<file path="config.mk">
export PLATFORM = sky130hd
export DESIGN_NAME = rsts_ctrl
export DESIGN_NICKNAME = d
export VERILOG_FILES = /design/src/rtl/rsts_pkg.sv /design/src/rtl/rsts_ctrl.sv
export SDC_FILE = /design/constraint.sdc
export NUM_CORES = 1
export LEC_CHECK = 0
export BUFFER_PORTS_ARGS = -buffer_cell sky130_fd_sc_hd__buf_2
export CAP_MARGIN = 0
export CORE_AREA = 2 2 39 41
export DETAILED_ROUTE_END_ITERATION = 12
export DIE_AREA = 0 0 41 43
export PLACE_DENSITY_LB_ADDON = 0.3
export SYNTH_ARGS = -nofsm -noshare
export SYNTH_HDL_FRONTEND = slang
export SYNTH_SLANG_ARGS = --single-unit
</file>
<file path="constraint.sdc">
create_clock -name clk_i -period 1.2 [get_ports clk_i]
set_input_delay 0.3 -clock clk_i [delete_from_list [all_inputs] [get_ports clk_i]]
set_output_delay 0.3 -clock clk_i [all_outputs]
set_load 0.01 [all_outputs]
</file>
<file path="src/rtl/rsts_pkg.sv">
// Shared types and constants for the rotated sorted table search block.
// No dependencies; the top level, rsts_ctrl and rsts_dp import this package.
package rsts_pkg;

  localparam int unsigned DepthDef      = 1024;
  localparam int unsigned ValueWidthDef = 32;

  localparam logic OpLoad  = 1'b0;
  localparam logic OpQuery = 1'b1;

  typedef enum logic [1:0] {
    ST_IDLE,
    ST_READ_ML,
    ST_READ_H,
    ST_DECIDE
  } ctrl_state_e;

  // Commands from the controller to the datapath.
  typedef struct packed {
    logic load;         // write one table entry
    logic init;         // latch key, open the search range
    logic issue_ml;     // read entries at mid and lo
    logic issue_h;      // read entry at hi, hold mid and lo values
    logic step;         // narrow the range
    logic finish_hit;   // post a found result
    logic finish_miss;  // post a not-found result
  } cmd_t;

  // Status from the datapath to the controller.
  typedef struct packed {
    logic empty;  // no entries in use
    logic hit;    // entry at mid equals the key
    logic stop;   // the chosen half is empty
  } stat_t;

endpackage

</file>
<file path="src/rtl/rsts_ctrl.sv">
// Controller state machine for the rotated sorted table search.
// Depends on rsts_pkg (state enum, command and status structs).
module rsts_ctrl (
  input  logic           clk_i,
  input  logic           rst_ni,
  input  logic           start,
  input  logic           operation_i,
  input  rsts_pkg::stat_t stat_i,
  output rsts_pkg::cmd_t  cmd_o,
  output logic           busy
);
  import rsts_pkg::*;

  ctrl_state_e state_q, state_d;

  always_ff @(posedge clk_i or negedge rst_ni) begin
    if (!rst_ni) begin
      state_q <= ST_IDLE;
    end else begin
      state_q <= state_d;
    end
  end

  always_comb begin
    state_d = state_q;
    cmd_o   = '0;
    unique case (state_q)
      ST_IDLE: begin
        if (start) begin
          if (operation_i == OpLoad) begin
            cmd_o.load = 1'b1;
          end else if (stat_i.empty) begin
            cmd_o.finish_miss = 1'b1;
          end else begin
            cmd_o.init = 1'b1;
            state_d    = ST_READ_ML;
          end
        end
      end
      ST_READ_ML: begin
        cmd_o.issue_ml = 1'b1;
        state_d        = ST_READ_H;
      end
      ST_READ_H: begin
        if (stat_i.hit) begin
          cmd_o.finish_hit = 1'b1;
          state_d          = ST_IDLE;
        end else begin
          cmd_o.issue_h = 1'b1;
          state_d       = ST_DECIDE;
        end
      end
      ST_DECIDE: begin
        if (stat_i.stop) begin
          cmd_o.finish_miss = 1'b1;
          state_d           = ST_IDLE;
        end else begin
          cmd_o.step = 1'b1;
          state_d    = ST_READ_ML;
        end
      end
      default: begin
        state_d = ST_IDLE;
      end
    endcase
  end

  assign busy = (state_q != ST_IDLE);

  // A result posts only from idle on an empty table or at the end of a probe.
  assert property (@(posedge clk_i) disable iff (!rst_ni)
    cmd_o.finish_hit |-> $past(cmd_o.issue_ml))
    else $error("hit posted without a preceding mid read");
  // A probe always follows a range init or a narrowing step.
  assert property (@(posedge clk_i) disable iff (!rst_ni)
    cmd_o.issue_ml |-> ($past(cmd_o.init) || $past(cmd_o.step)))
    else $error("probe started without an open range");
  // Loads are only taken while idle.
  assert property (@(posedge clk_i) disable iff (!rst_ni)
    cmd_o.load |-> (start && !busy))
    else $error("load outside of an accepted word");

endmodule

</file>
# ---- Yosys cells after proc, flatten, opt, wreduce, memory -nomap -nowiden
# Cells that the tools add are included.
dict set report word_totals {
  ff_bits 2
  out_inout_bits 8
  word_cells 33
}
dict set report op_classes {
  muxes 23
  n_eq_ne 6
  n_reduce_logical 3
}
# op count
set ops {}
lappend ops {{$mux W1} 15}
lappend ops {{$mux W2} 6}
lappend ops {{$pmux W2 S4} 1}
lappend ops {{$ne A2 B2 Y1 const B} 3}
lappend ops {{$eq A2 B2 Y1 const B} 2}
lappend ops {{$reduce_and A3 Y1} 1}
lappend ops {{$eq A2 B1 Y1 const B} 1}
lappend ops {{$logic_not A2 Y1} 1}
lappend ops {{$pmux W1 S2} 1}
lappend ops {{$reduce_bool A2 Y1} 1}

# ---- Depth between registers and ports, before layout
dict set report logic_depth {
  ltp_word 4
  mapped_depth 5
}

# ---- Least setup slack after synthesis
# No wires, ideal clock.
dict set report synth_timing {
  path_kind {flip-flop to output port}
  startpoint {reg state_q[0]}
  endpoint {out cmd_o[0] (netlist name)}
  arrival_time_ps 1020
  stages_incl_launch_ff 5
  setup_slack_ps -120
  path_cell_list {dfrtp_1 -> inv_1 -> ha_1 -> nand4_1 -> a21oi_1}
}
# element line_no
set synth_rtl {}
lappend synth_rtl {{start: declaration} rsts_ctrl.sv:14} ;# ctrl_state_e state_q, state_d;
lappend synth_rtl {{start signal: assignment} rsts_ctrl.sv:20} ;# state_q <= state_d;
lappend synth_rtl {{end: declaration} rsts_ctrl.sv:9} ;# output rsts_pkg::cmd_t cmd_o,

==> flow_metrics.env <==
export IMPL_detailed_place_area_um2=343
export IMPL_fill_cell_count=155
export IMPL_outcome="finished with violations"
export IMPL_yosysSeqAreaShare_pct=25.5
export IMPL_mapped_area_um2=196
export IMPL_combinational_family_with_the_most_area_after_synthesis="simple AND/OR/NAND/NOR gates"
export IMPL_grt_pass1_wl_um=924
export IMPL_muxShareOfSynthArea_pct=0
export IMPL_chipHeight_um=43
export IMPL_hpwl_reported_at_the_end_of_detailed_placement_um=414
export IMPL_hold_path_class="input port to asynchronous set/reset pin"
export IMPL_overflow=0
export IMPL_synth_compound_area_share_pct=14.6
export IMPL_drc=0
export IMPL_fin_area_um2=442
export IMPL_p_per_area_mw_per_mm2=2270
export IMPL_cts_sinks=2
export IMPL_crit_path_start_kind="flip-flop"
export IMPL_peakVddDrop_mv=1.02
export IMPL_share_of_the_clock_period_used_by_the_worst_path_pct=128
export IMPL_worstPathRequired_ps=900
export IMPL_largest_reg_flops=2
export IMPL_p_int_mw=0.623
export IMPL_post_synth_fa_ha_maj_area_fraction_pct=25.5
export IMPL_mostFrequentLayoutCell="buf_2"
export IMPL_core_area_mm2=0.00138
export IMPL_fmax_mhz=653
export IMPL_global_route_usage_total_pct=7.73
export IMPL_synth_simple_area_share_pct=28.7
export IMPL_cts_buffers=3
export IMPL_critPathArrivalTime_ps=1230
export IMPL_synth_area_in_xor_xnor_pct=0
export IMPL_syn_instance_count=24
export IMPL_post_synth_cell_area_avg_um2=8.18
export IMPL_clock_skew_ps=6.79
export IMPL_worst_slew_margin_rel_pct=89.9
export IMPL_initialDrtViolationCount=4
export IMPL_portBuffers=14
export IMPL_sw_frac_of_total_pct=38.0
export IMPL_clock_insertion_delay_worst_skew_ps=230
export IMPL_synth_to_layout_area_growth_pct=125
export IMPL_pin_count=15
export IMPL_route_antenna_remaining_nets=0
export IMPL_utilization_after_layout_pct=31.9
export IMPL_largestRegisters="state_q: 2 flops"
export IMPL_cp_end_kind="output pin"
export IMPL_tightest_slew_ps=152
export IMPL_placement_setup_worst_slack_ps=-121
export IMPL_setup_viol=9
export IMPL_max_flop_register="state_q"
export IMPL_netSwitchingPower_mw=0.381
export IMPL_post_synth_num_cell_types=12
export IMPL_synth_seq_cells=2
export IMPL_cts_htree_levels=1
export IMPL_tritoncts="built"
export IMPL_finalWeightedCongestion=0.605
export IMPL_n_antenna_cell=0
export IMPL_max_clock_path_buffers=2
export IMPL_wl_per_cell_um=8.37
export IMPL_totalNegativeSetupSlack_ps=-2330
export IMPL_synth_net_count=35
export IMPL_p_comb_share_pct=71.5
export IMPL_final_hold_viol_count=0
export IMPL_violations="setup timing"
export IMPL_detail_route_wirelength_um=544
export IMPL_die_w_um=41
export IMPL_grt_setup_unrepaired="true"
export IMPL_cts_root_buf="clkbuf_4"
export IMPL_post_route_min_period_ps=1530
export IMPL_layout_drive_gt1_share_pct=71.4
export IMPL_routed_via_density=3.97
export IMPL_layout_common_cells="buf_2, buf_4, buf_6"
export IMPL_criticalPathCategory="flip-flop to output pin"
export IMPL_clk_pin_slew_ps=30
export IMPL_final_setup_worst_slack_ps=-330
export IMPL_grt_start_max_net_pins=5
export IMPL_share_clk_of_total_power_pct=15.1
export IMPL_seq_power_share_pct=13.4
export IMPL_final_nets=62
export IMPL_timing_hold_ws_ps=381
export IMPL_cp_max_fo=4
export IMPL_vias=258
export IMPL_drv_slew=0
export IMPL_initial_utilization_pct=14.2
export IMPL_firstDrtPassIters=4
export IMPL_vias_in_the_first_global_route=243
export IMPL_rows=14
export IMPL_leakage_nw=0.220
export IMPL_maxCapViolCount=0
export IMPL_die_area_mm2=0.00176
export IMPL_antenna_violations_before_repair=0
export IMPL_synth_yosys_warnings=0
-- final cells by class --
class                      count  area, µm²  area share, %
clock buffer                   3       22.5           5.10
inverter                       3       13.8           3.12
multi-input combinational     19        180           40.8
sequential                     2       50.0           11.3
tap                           16       20.0           4.53
timing repair buffer          22        155           35.1
-- power by group through the flow --
stage | combinational, mW | sequential [mW] | clock (mW)
5_1_grt | 0.800 | 0.144 | 0.159
4_1_cts | 0.696 | 0.135 | 0.156
3_3_place_gp | 0.528 | 0.135 | 0
2_1_floorplan | 0.333 | 0.133 | 0
6_report | 0.717 | 0.135 | 0.152
3_5_place_dp | 0.529 | 0.136 | 0
-- critical path, cell delays in order, from the launching register on --
cell	delay (ps)
dfrtp_1	390
inv_2	100
ha_4	150
nand4_1	90
a21oi_2	120
buf_2	140
-- through the flow --
stage | power (mW) | std cells
floorplan | 0.466 | 24
global placement | 0.662 | 58
detailed placement | 0.666 | 58
CTS | 0.988 | 65
global route | 1.10 | 65
finish | 1.00 | 65
-- repair_timing --
item                                    4_1_cts  5_1_grt
endpoints found under the setup margin        9       10
pin swaps                                     3        0
hold endpoints to repair                      2        0
cloned                                        0        0
gates resized for setup                       8        2
buffers inserted                              3        0
hold buffers                                  1        0
-- per-layer routing --
metal | vias up | part of all wire (%) | global-route usage, %
li1 | 130 | - | -
met1 | 112 | 44 | 10.9
met2 | 14 | 44 | 10.6
met3 | 2 | 8.5 | 0
met4 | 0 | 3.1 | 6.00
met5 | - | 0 | 0
-- Yosys cell counts --
cell type  n  area [µm²]
nand2_1    3        11.3
ha_1       4        50.1
nand3b_1   1        7.51
inv_1      3        11.3
dfrtp_1    2        50.1
o2bb2ai_1  1        8.76
o32a_1     1        10.0
and2_2     1        7.51
nor2b_1    2        12.5
nand4_1    1        6.26
a21oi_1    2        10.0
nor2_1     3        11.3
-- cell families after synthesis --
group,Yosys count
AOI/OAI and AO/OA,4
adders and majority gates,4
buffers and inverters,3
DFF,2
and+or+nand+nor,11
-- worst paths after layout --
check / from / to / slack, ps / depth (start not counted)
worst max-delay path: state_q[0] / cmd_o[0] / -330 / 5
worst min-delay path: rst_ni / state_q[1] / 380 / 2
worst max register to register: state_q[0] / state_q[0] / -160 / 5
worst min register to register: state_q[1] / state_q[1] / 620 / 2
max in group asynchronous: rst_ni / state_q[0] / 720 / 2
min in group clk_i: stat_i[0] / state_q[0] / 490 / 3
Note: power is estimated with default switching activity, not from simulation.
